[src/design/tbs_pkg.sv]
// ----------------------------------------------------------------------------
// tbs_pkg
// shared constants and types of the tagged byte stack
// ----------------------------------------------------------------------------
package tbs_pkg;

   localparam int STACK_DEPTH_DEF = 256;
   localparam int MAX_STRING_DEF  = 64;
   localparam int TAG_CHAR_DEF    = 1;
   localparam int TAG_INT_DEF     = 2;
   localparam int TAG_FLOAT_DEF   = 3;
   localparam int TAG_STRING_DEF  = 4;

   typedef enum logic [3:0] {
      K_PUSH_BYTE  = 4'd0,
      K_PUSH_CHAR  = 4'd1,
      K_PUSH_INT   = 4'd2,
      K_PUSH_FLOAT = 4'd3,
      K_PUSH_STR   = 4'd4,
      K_POP_BYTE   = 4'd5,
      K_POP_CHAR   = 4'd6,
      K_POP_INT    = 4'd7,
      K_POP_FLOAT  = 4'd8,
      K_POP_STR    = 4'd9,
      K_POP_ANY    = 4'd10,
      K_PEEK_BYTE  = 4'd11,
      K_PEEK_CHAR  = 4'd12,
      K_PEEK_INT   = 4'd13,
      K_PEEK_FLOAT = 4'd14,
      K_PEEK_ANY   = 4'd15
   } kind_type;

   localparam logic [2:0] VT_NONE  = 3'd0;
   localparam logic [2:0] VT_BYTE  = 3'd1;
   localparam logic [2:0] VT_CHAR  = 3'd2;
   localparam logic [2:0] VT_INT   = 3'd3;
   localparam logic [2:0] VT_FLOAT = 3'd4;
   localparam logic [2:0] VT_STRB  = 3'd5;

   localparam logic [1:0] ST_OK    = 2'd0;
   localparam logic [1:0] ST_FULL  = 2'd1;
   localparam logic [1:0] ST_EMPTY = 2'd2;

   // memory port request from sequencer to ram
   typedef struct packed {
      logic        wr;
      logic [15:0] addr;
      logic [7:0]  wdata;
   } mem_req_type;

endpackage

[src/design/tbs_ram.sv]
// ----------------------------------------------------------------------------
// tbs_ram
// byte-wide single-port stack memory with registered read
// ----------------------------------------------------------------------------
module tbs_ram
   import tbs_pkg::*;
#(
   parameter int STACK_DEPTH = STACK_DEPTH_DEF,
   localparam int AW = $clog2(STACK_DEPTH)
) (
   input  logic        clock,
   input  mem_req_type req,
   output logic [7:0]  rdata
);

   logic [7:0] mem [STACK_DEPTH];

   always_ff @(posedge clock) begin
      if (req.wr) begin
         mem[req.addr[AW-1:0]] <= req.wdata;
      end
      rdata <= mem[req.addr[AW-1:0]];
   end

endmodule

[src/design/tagged_byte_stack.sv]
// ----------------------------------------------------------------------------
// tagged_byte_stack
// byte-wide typed operand stack with a byte-serial sequencer
// ----------------------------------------------------------------------------
// One word is taken at a time; the block drops ready while it works. Each
// word walks the single byte port of the stack memory, one byte at a time.
// A memory read passes three states (address, wait, gather). A push writes
// its stored bytes in turn, a byte pop or peek reads one byte, a typed pop
// or peek reads the tag and then the payload, and a string pop reads the
// tag, the length and then each string byte (each string byte also waits
// for its result to be moved). A word that cuts off a partial string passes
// the decode state once more. The result is held in an output register, and
// the next word is taken as soon as the last result has been moved. The
// memory needs no clearing: no read reaches a byte never written.
module tagged_byte_stack
   import tbs_pkg::*;
#(
   parameter int STACK_DEPTH = STACK_DEPTH_DEF,
   parameter int MAX_STRING  = MAX_STRING_DEF,
   parameter int TAG_CHAR    = TAG_CHAR_DEF,
   parameter int TAG_INT     = TAG_INT_DEF,
   parameter int TAG_FLOAT   = TAG_FLOAT_DEF,
   parameter int TAG_STRING  = TAG_STRING_DEF
) (
   input  logic        clock,
   input  logic        reset,
   input  logic        req_tvalid,
   output logic        req_tready,
   // kind[3:0], value[35:4], offset[43:36], string_length[50:44], pad
   input  logic [55:0] req_tdata,
   input  logic        req_tlast,
   output logic        rsp_tvalid,
   input  logic        rsp_tready,
   // data[31:0], value_type[34:32], status[36:35], pad
   output logic [39:0] rsp_tdata,
   output logic        rsp_tlast
);

   localparam int PW = $clog2(STACK_DEPTH + 1);
   localparam logic [7:0] TC = 8'(TAG_CHAR);
   localparam logic [7:0] TI = 8'(TAG_INT);
   localparam logic [7:0] TF = 8'(TAG_FLOAT);
   localparam logic [7:0] TS = 8'(TAG_STRING);
   localparam logic [PW+7:0] DEP = (PW+8)'(STACK_DEPTH);
   localparam logic [6:0] MAXS = 7'(MAX_STRING);

   typedef enum logic [3:0] {
      S_IDLE, S_DEC, S_PUSH, S_RD, S_RWAIT, S_GATHER, S_SLEN, S_STR, S_OUT
   } state_type;

   state_type     state_ff, state_in;
   kind_type      kind_ff, kind_in;
   logic [31:0]   val_ff, val_in;
   logic [7:0]    off_ff, off_in;
   logic [6:0]    slen_ff, slen_in;
   logic          fin_ff, fin_in;
   logic [PW-1:0] sp_ff, sp_in;
   logic          sip_ff, sip_in, srej_ff, srej_in;
   logic [6:0]    scnt_ff, scnt_in;
   logic [2:0]    bcnt_ff, bcnt_in;   // bytes left in current burst
   logic [2:0]    want_ff, want_in;
   logic [31:0]   acc_ff, acc_in;
   logic [6:0]    len_ff, len_in, idx_ff, idx_in;
   logic          ov_ff, ov_in;
   logic [31:0]   od_ff, od_in;
   logic [2:0]    ovt_ff, ovt_in;
   logic [1:0]    ost_ff, ost_in;
   logic          olast_ff, olast_in;
   logic [39:0]   pbuf_ff, pbuf_in;   // push bytes, first out in [7:0]
   logic [PW-1:0] raddr_ff, raddr_in; // depth being read
   mem_req_type   mreq;
   logic [7:0]    rdata;

   tbs_ram #(.STACK_DEPTH(STACK_DEPTH)) u_ram (
      .clock(clock), .req(mreq), .rdata(rdata)
   );

   assign req_tready = (state_ff == S_IDLE) && !ov_ff;
   assign rsp_tvalid = ov_ff;
   assign rsp_tdata  = {3'b0, ost_ff, ovt_ff, od_ff};
   assign rsp_tlast  = olast_ff;

   always_comb begin
      logic [PW+7:0] spw;
      logic [PW-1:0] spa;
      logic          do_out;
      state_in = state_ff; kind_in = kind_ff; val_in = val_ff; off_in = off_ff;
      slen_in = slen_ff; fin_in = fin_ff; sp_in = sp_ff; sip_in = sip_ff;
      srej_in = srej_ff; scnt_in = scnt_ff; bcnt_in = bcnt_ff; want_in = want_ff;
      acc_in = acc_ff; len_in = len_ff; idx_in = idx_ff; ov_in = ov_ff;
      od_in = od_ff; ovt_in = ovt_ff; ost_in = ost_ff; olast_in = olast_ff;
      pbuf_in = pbuf_ff; raddr_in = raddr_ff;
      mreq = '0;
      do_out = 1'b0;
      spw = (PW+8)'(sp_ff);
      spa = sp_ff;
      if (ov_ff && rsp_tready) ov_in = 1'b0;
      case (state_ff)
         S_IDLE: begin
            if (req_tvalid && !ov_ff) begin
               kind_in = kind_type'(req_tdata[3:0]);
               val_in  = req_tdata[35:4];
               off_in  = req_tdata[43:36];
               slen_in = req_tdata[50:44];
               fin_in  = req_tlast;
               state_in = S_DEC;
            end
         end
         S_DEC: begin
            // abort a partial string unless this is another string byte
            if (kind_ff != K_PUSH_STR && sip_ff) begin
               if (!srej_ff && PW'(scnt_ff) <= sp_ff) sp_in = sp_ff - PW'(scnt_ff);
               sip_in = 1'b0; srej_in = 1'b0; scnt_in = '0;
               state_in = S_DEC;
            end else begin
               od_in = '0; ovt_in = VT_NONE; ost_in = ST_OK; olast_in = 1'b1;
               case (kind_ff)
                  K_PUSH_BYTE, K_PUSH_CHAR, K_PUSH_INT, K_PUSH_FLOAT: begin
                     logic [2:0] n;
                     case (kind_ff)
                        K_PUSH_BYTE: begin n = 3'd1; pbuf_in = {32'b0, val_ff[7:0]}; end
                        K_PUSH_CHAR: begin n = 3'd2; pbuf_in = {24'b0, TC, val_ff[7:0]}; end
                        K_PUSH_INT: begin
                           n = 3'd3; pbuf_in = {16'b0, TI, val_ff[7:0], val_ff[15:8]};
                        end
                        default: begin
                           n = 3'd5;
                           pbuf_in = {TF, val_ff[7:0], val_ff[15:8], val_ff[23:16],
                                      val_ff[31:24]};
                        end
                     endcase
                     if (spw + (PW+8)'(n) > DEP) begin
                        ost_in = ST_FULL; do_out = 1'b1;
                     end else begin
                        bcnt_in = n; state_in = S_PUSH;
                     end
                  end
                  K_PUSH_STR: begin
                     logic rej;
                     logic [6:0] cnt;
                     rej = srej_ff; cnt = scnt_ff;
                     if (!sip_ff) begin
                        cnt = '0;
                        rej = slen_ff == 7'd0 || slen_ff > MAXS ||
                              spw + (PW+8)'(slen_ff) + (PW+8)'(3) > DEP;
                     end
                     if (!rej && spw + (PW+8)'(3) > DEP) begin
                        if (PW'(cnt) <= sp_ff) spa = sp_ff - PW'(cnt);
                        rej = 1'b1;
                     end
                     cnt = cnt + 7'd1;
                     if (rej) ost_in = ST_FULL;
                     if (fin_ff || cnt >= MAXS) begin
                        sip_in = 1'b0; srej_in = 1'b0; scnt_in = '0;
                        if (!rej) begin
                           pbuf_in = {16'b0, TS, 1'b0, cnt, val_ff[7:0]};
                           bcnt_in = 3'd3; state_in = S_PUSH;
                        end else do_out = 1'b1;
                     end else begin
                        sip_in = 1'b1; srej_in = rej; scnt_in = cnt;
                        if (!rej) begin
                           pbuf_in = {32'b0, val_ff[7:0]};
                           bcnt_in = 3'd1; state_in = S_PUSH;
                        end else do_out = 1'b1;
                     end
                     sp_in = spa;
                  end
                  K_POP_BYTE, K_PEEK_BYTE: begin
                     logic [PW-1:0] d;
                     d = (kind_ff == K_PEEK_BYTE) ? PW'(off_ff) : '0;
                     if ((PW+8)'(off_ff) >= spw && kind_ff == K_PEEK_BYTE || sp_ff == '0) begin
                        ost_in = ST_EMPTY; do_out = 1'b1;
                     end else begin
                        want_in = VT_BYTE; bcnt_in = 3'd1; raddr_in = d;
                        acc_in = '0; state_in = S_RD;
                     end
                  end
                  default: begin
                     // read the tag first
                     if (sp_ff == '0) begin
                        ost_in = ST_EMPTY; do_out = 1'b1;
                     end else begin
                        want_in = VT_NONE; bcnt_in = 3'd1; raddr_in = '0;
                        acc_in = '0; state_in = S_RD;
                     end
                  end
               endcase
            end
         end
         S_PUSH: begin
            mreq.wr = 1'b1; mreq.addr = 16'(sp_ff); mreq.wdata = pbuf_ff[7:0];
            pbuf_in = pbuf_ff >> 8;
            sp_in = sp_ff + PW'(1);
            bcnt_in = bcnt_ff - 3'd1;
            if (bcnt_ff == 3'd1) do_out = 1'b1;
         end
         S_RD: begin
            mreq.addr = 16'(sp_ff - PW'(1) - raddr_ff);
            state_in = S_RWAIT;
         end
         S_RWAIT: begin
            // keep the address so the read data stays put
            mreq.addr = 16'(sp_ff - PW'(1) - raddr_ff);
            state_in = S_GATHER;
         end
         S_GATHER: begin
            mreq.addr = 16'(sp_ff - PW'(1) - raddr_ff);
            if (want_ff == VT_NONE) begin
               // rdata is the tag: pick the kind and check size
               logic [2:0] vt;
               logic [2:0] need;
               vt = VT_NONE; need = 3'd0;
               case (kind_ff)
                  K_POP_CHAR, K_PEEK_CHAR: vt = (rdata == TC) ? VT_CHAR : VT_NONE;
                  K_POP_INT, K_PEEK_INT: vt = (rdata == TI) ? VT_INT : VT_NONE;
                  K_POP_FLOAT, K_PEEK_FLOAT: vt = (rdata == TF) ? VT_FLOAT : VT_NONE;
                  K_POP_STR: vt = (rdata == TS) ? VT_STRB : VT_NONE;
                  default: begin
                     if (rdata == TC) vt = VT_CHAR;
                     else if (rdata == TI) vt = VT_INT;
                     else if (rdata == TF) vt = VT_FLOAT;
                  end
               endcase
               case (vt)
                  VT_CHAR: need = 3'd2;
                  VT_INT: need = 3'd3;
                  VT_FLOAT: need = 3'd5;
                  VT_STRB: need = 3'd3;
                  default: need = 3'd0;
               endcase
               if (vt == VT_NONE || spw < (PW+8)'(need)) begin
                  ost_in = ST_EMPTY; do_out = 1'b1;
               end else begin
                  want_in = vt; raddr_in = PW'(1); state_in = S_RD;
                  bcnt_in = need - 3'd1;
                  if (vt == VT_STRB) state_in = S_RD;
               end
            end else if (want_ff == VT_STRB && len_ff == 7'd0 && idx_ff == 7'd0) begin
               state_in = S_SLEN;
            end else if (want_ff == VT_STRB) begin
               od_in = {24'b0, rdata}; ovt_in = VT_STRB; ost_in = ST_OK;
               olast_in = (idx_ff == 7'd1);
               ov_in = 1'b1;
               state_in = S_STR;
            end else begin
               acc_in = {acc_ff[23:0], rdata};
               bcnt_in = bcnt_ff - 3'd1;
               if (bcnt_ff == 3'd1 || want_ff == VT_BYTE) begin
                  od_in = (want_ff == VT_BYTE) ? {24'b0, rdata}
                        : {acc_ff[23:0], rdata};
                  ovt_in = want_ff; ost_in = ST_OK; olast_in = 1'b1;
                  if (kind_ff == K_POP_BYTE) sp_in = sp_ff - PW'(1);
                  else if (kind_ff <= K_POP_ANY)
                     sp_in = sp_ff - ((want_ff == VT_CHAR) ? PW'(2) :
                                      (want_ff == VT_INT) ? PW'(3) : PW'(5));
                  do_out = 1'b1;
               end else begin
                  // ints and floats are read from the deepest byte upward
                  raddr_in = raddr_ff - PW'(1);
                  state_in = S_RD;
               end
            end
         end
         S_SLEN: begin
            // rdata is the stored length
            if (rdata == 8'd0 || rdata > 8'(MAXS) ||
                (PW+8)'(rdata) > spw - (PW+8)'(2)) begin
               ost_in = ST_EMPTY; ovt_in = VT_NONE; od_in = '0; olast_in = 1'b1;
               do_out = 1'b1;
            end else begin
               len_in = rdata[6:0]; idx_in = rdata[6:0];
               raddr_in = PW'(rdata) + PW'(1);
               state_in = S_RD;
            end
         end
         S_STR: begin
            if (!ov_ff || rsp_tready) begin
               if (idx_ff == 7'd1) begin
                  sp_in = sp_ff - PW'(len_ff) - PW'(2);
                  len_in = '0; idx_in = '0;
                  state_in = S_IDLE;
               end else begin
                  idx_in = idx_ff - 7'd1;
                  raddr_in = raddr_ff - PW'(1);
                  state_in = S_RD;
               end
            end
         end
         default: state_in = S_IDLE;
      endcase
      // the int and float gather start at the deepest payload byte
      if (state_ff == S_GATHER && want_ff == VT_NONE && state_in == S_RD &&
          want_in != VT_STRB) raddr_in = PW'(bcnt_in);
      if (state_ff == S_GATHER && want_ff == VT_NONE && state_in == S_RD &&
          want_in == VT_STRB) begin
         raddr_in = PW'(1); len_in = '0; idx_in = '0;
      end
      if (do_out) begin
         ov_in = 1'b1; state_in = S_IDLE;
         if (state_ff != S_GATHER && ost_in != ST_OK) begin
            od_in = '0; ovt_in = VT_NONE;
         end
      end
   end

   // gather reads bytes downward in depth for ints/floats
   always_ff @(posedge clock) begin
      if (reset) begin
         state_ff <= S_IDLE; sp_ff <= '0; sip_ff <= 1'b0; srej_ff <= 1'b0;
         scnt_ff <= '0; ov_ff <= 1'b0; len_ff <= '0; idx_ff <= '0;
      end else begin
         state_ff <= state_in; sp_ff <= sp_in; sip_ff <= sip_in; srej_ff <= srej_in;
         scnt_ff <= scnt_in; ov_ff <= ov_in; len_ff <= len_in; idx_ff <= idx_in;
      end
      kind_ff <= kind_in; val_ff <= val_in; off_ff <= off_in; slen_ff <= slen_in;
      fin_ff <= fin_in; bcnt_ff <= bcnt_in; want_ff <= want_in; acc_ff <= acc_in;
      od_ff <= od_in; ovt_ff <= ovt_in; ost_ff <= ost_in; olast_ff <= olast_in;
      pbuf_ff <= pbuf_in; raddr_ff <= raddr_in;
   end

endmodule

[config.mk]
export PLATFORM = sky130hd
export DESIGN_NAME = tagged_byte_stack
export DESIGN_NICKNAME = d
export VERILOG_FILES = /design/src/design/tbs_pkg.sv /design/src/design/tbs_ram.sv /design/src/design/tagged_byte_stack.sv
export SDC_FILE = /design/constraint.sdc
export NUM_CORES = 2
export LEC_CHECK = 0
export ABC_AREA = 1
export BUFFER_PORTS_ARGS = -buffer_cell sky130_fd_sc_hd__buf_4
export CORE_MARGIN = 4
export CORE_UTILIZATION = 35
export DETAILED_ROUTE_END_ITERATION = 16
export PLACE_DENSITY_LB_ADDON = 0.1
export SYNTH_ARGS = -nofsm -noshare
export SYNTH_HDL_FRONTEND = slang
export SYNTH_SLANG_ARGS = --single-unit
[constraint.sdc]
create_clock -name clock -period 10.57 [get_ports clock]
set_input_delay 0.5285 -clock clock [delete_from_list [all_inputs] [get_ports clock]]
set_output_delay 0.5285 -clock clock [all_outputs]
set_load 0.005 [all_outputs]
==> results.sh <==
export IMPL_status="finished clean"
export IMPL_endpoint_kind="register"
export IMPL_floorplan_initialDensity_pct=35.24
export IMPL_synth_mux_area_share_pct=0.01104
export IMPL_post_dp_hpwl_um=157900
export IMPL_drt_iter0_markers=4779
export IMPL_final_core_utilization_pct=40.08
export IMPL_yosys_area_share_xor_xnor_pct=0.3476
export IMPL_antenna_violating_nets_post_route=0
export IMPL_rows=186
export IMPL_number_of_enable_flip_flop_cells_after_synthesis=2158
export IMPL_drt_pass_1_iters=7
export IMPL_worst_clock_skew_ns=0.04114
export IMPL_place_port_buffers=95
export IMPL_finalSetupViolations=0
export IMPL_finalNetCount=7105
export IMPL_cts_repair_timing_setup_buffer_count=0
export IMPL_power_density_cell_area_nw_per_um2=175.9
export IMPL_post_route_cells_drive_above_1_share_pct=8.231
export IMPL_fin_setup_tns_ns=0
export IMPL_tritoncts="done"
export IMPL_tightestPinTransition_ns=1.248
export IMPL_timing_final_hold_violations=0
export IMPL_netlist_instances=6829
export IMPL_min_path_type="input port to register"
export IMPL_coreArea_um2=257400
export IMPL_largest_net_degree_at_the_start_of_global_routing=208
export IMPL_grt_total_usage_pct=20.26
export IMPL_flow_area_growth_from_synthesis_pct=13.75
export IMPL_grt_pass1_wl_um=399600
export IMPL_cts_resized=0
export IMPL_commonest_cells_after_routing_fill_and_taps_aside="sky130_fd_sc_hd__edfxtp_1 (2158), sky130_fd_sc_hd__nand2_1 (1367), sky130_fd_sc_hd__a22oi_1 (969), sky130_fd_sc_hd__nor2_1 (560), sky130_fd_sc_hd__inv_1 (254)"
export IMPL_post_synth_num_cell_types=61
export IMPL_antenna_violations_before_repair=9
export IMPL_power_leakage_nw=34.53
export IMPL_cts_reportedPaths_clkPinSlew_ns=0.06
export IMPL_synth_compound_area_share_pct=11.49
export IMPL_finalWorstPathRequiredPeriod_ns=5.670
export IMPL_globalplace_congestion=0.8705
export IMPL_cts_htree_levels=4
export IMPL_synth_seq_area_share_pct=73.57
export IMPL_wire_per_inst_um=26.27
export IMPL_viasPerCell=5.359
export IMPL_vias_in_the_first_global_route=55820
export IMPL_ys_seq_elements=2254
export IMPL_cp_data_required_time_ns=11.40
export IMPL_boundaryPins=104
export IMPL_chipWidth_um=517.1
export IMPL_post_route_drc_count=0
export IMPL_vias=56440
export IMPL_largest_family_of_logic_cells_by_synthesized_area="compound AO/OA/AOI/OAI gates"
export IMPL_critical_path_class="register to register"
export IMPL_clock_latency_ns=0.89
export IMPL_cts_root_buffer="sky130_fd_sc_hd__clkbuf_16"
export IMPL_clk_path_buf_depth=3
export IMPL_synth_flop_cell="sky130_fd_sc_hd__edfxtp_1"
export IMPL_rsz0062_at_grt="no"
export IMPL_synth_simple_gate_area_share_pct=10.13
export IMPL_yosysWarnings=0
export IMPL_synth_area_um2=90700
export IMPL_cts_inserted_buffers=238
export IMPL_arrival_ns=6.50
export IMPL_max_cap_violations=0
export IMPL_power_ir_vdd_worst_mv=0.1623
export IMPL_cts_num_sinks=2254
export IMPL_period_share_pct=53.64
export IMPL_detail_route_wirelength_um=276700
export IMPL_layout_cells_most_common="sky130_fd_sc_hd__edfxtp_1"
export IMPL_hold_buffers=53
export IMPL_gr_total_overflow=0
export IMPL_maxSlewViolCount=0
export IMPL_postSynthAreaPerCell_um2=13.28
export IMPL_synth_adder_area_share_pct=1.424
export IMPL_max_freq_ghz=0.1764
export IMPL_die_height_um=517.1
export IMPL_max_fo_critical_path=52
export IMPL_async_flop_share_pct=0
export IMPL_max_slew_margin_pct=15.95
export IMPL_worst_setup_path_start_kind="register"
export IMPL_die_area_um2=267400
[metrics by stage]
step                      hold WS (ns)  setup WS [ns]  std cells  total power [mW]  cell area [um2]
after CTS                      0.08261          4.846      10530             18.34           103200
after detailed placement        0.4387          4.840      10040             10.13            95000
final                           0.1718          4.900      10530             18.15           103200
after global routing            0.2169          4.597      10530             18.74           103200
after global placement          0.4410          4.886      10040             10.13            95000
after floorplan                 0.4258          2.174       6832             10.04            90710
[cells in the mapped netlist (all sizes together) (3+ instances only)]
library cell	count	share of area, %
edfxtp	2158	71
nand2	1391	5.8
a22oi	969	8.0
nor2	583	2.5
inv	268	1.1
buf	235	1.4
a21oi	228	1.3
o21ai	189	1.1
nand3	182	1.0
clkbuf	127	0.53
dfxtp	96	2.1
ha	92	1.3
nand4	75	0.52
nor3	35	0.19
xor2	25	0.24
a21boi	19	0.16
a2bb2oi	16	0.15
o22ai	16	0.11
a31oi	12	0.083
a221oi	11	0.11
xnor2	11	0.11
a21o	10	0.083
nor4	8	0.055
o211ai	8	0.066
fa	7	0.15
o221ai	7	0.068
o31ai	7	0.058
clkinv	5	0.022
a32o	4	0.044
o2111ai	4	0.039
or2	4	0.028
and2	3	0.021
and3	3	0.021
nand3b	3	0.025
o311ai	3	0.029
[state kept, by name, summed over array words and instances (netlist names), 2 cells and up]
name,flops
want_ff,3
idx_ff,7
kind_ff,4
ovt_ff,3
bcnt_ff,3
state_ff,4
len_ff,7
u_ram.mem,2048
slen_ff,7
u_ram.rdata,8
val_ff,32
ost_ff,2
sp_ff,9
od_ff,32
pbuf_ff,33
raddr_ff,8
scnt_ff,7
acc_ff,24
off_ff,8
[worst max-delay path: stages, from the launching register on]
cell	delay [ns]
sky130_fd_sc_hd__dfxtp_1	0.75
sky130_fd_sc_hd__inv_1	0.18
sky130_fd_sc_hd__fa_1	0.50
sky130_fd_sc_hd__xnor2_1	0.15
sky130_fd_sc_hd__a22oi_1	0.45
sky130_fd_sc_hd__inv_1	0.22
sky130_fd_sc_hd__nor2_4	0.14
sky130_fd_sc_hd__buf_4	0.50
sky130_fd_sc_hd__buf_4	0.80
sky130_fd_sc_hd__buf_4	0.73
sky130_fd_sc_hd__nand2_1	0.12
sky130_fd_sc_hd__nand3_1	0.17
sky130_fd_sc_hd__o21ai_1	0.14
sky130_fd_sc_hd__a21oi_1	0.44
sky130_fd_sc_hd__a21oi_1	0.16
sky130_fd_sc_hd__nand3_1	0.12
[logic make-up (layout without fill, tap and decap cells)]
kind of cell	count (synthesis)	count (layout)
simple gates	2288	2288
flops	2254	2254
compound gates	1515	1515
buf+inv	635	947
fa+ha+maj	99	99
xor+xnor	36	36
other cells	1	8
mux	1	1
[power by group]
| part | leakage [nW] | switching [mW] | internal, mW |
|---|---|---|---|
| clock | 3.71 | 3.56 | 4.62 |
| sequential | 20.1 | 0.0229 | 9.67 |
| combinational | 10.7 | 0.168 | 0.0984 |
| total | 34.5 | 3.75 | 14.4 |
[per-layer routing]
metal	part of all wire, %	vias up	GRT usage (%)
met4	1.9	0	4.593
met1	46	28900	29.23
met2	47	1512	32.50
met5	0	-	0
met3	4.9	301	2.857
li1	-	25720	-
[area by class of cell]
cell class | instances | area, um2
fill | 24090 | 154200
sequential | 2254 | 66720
multi-input combinational | 3943 | 21410
clock buffer | 311 | 6382
tap | 3384 | 4234
timing repair buffer | 235 | 2122
clock inverter | 128 | 1245
inverter | 273 | 1042
antenna | 4 | 10.01
[worst paths after layout]
path | slack, ns | from | depth (start not counted) | endpoint
worst max register to register | 4.90 | sp_ff[1] | 15 | u_ram.rdata[0]
worst max-delay path | 4.90 | sp_ff[1] | 15 | u_ram.rdata[0]
worst min register to register | 0.45 | raddr_ff[0] | 2 | raddr_ff[0]
worst min-delay path | 0.17 | req_tvalid | 5 | state_ff[0]
No activity file was read; power rests on OpenSTA's default activity.
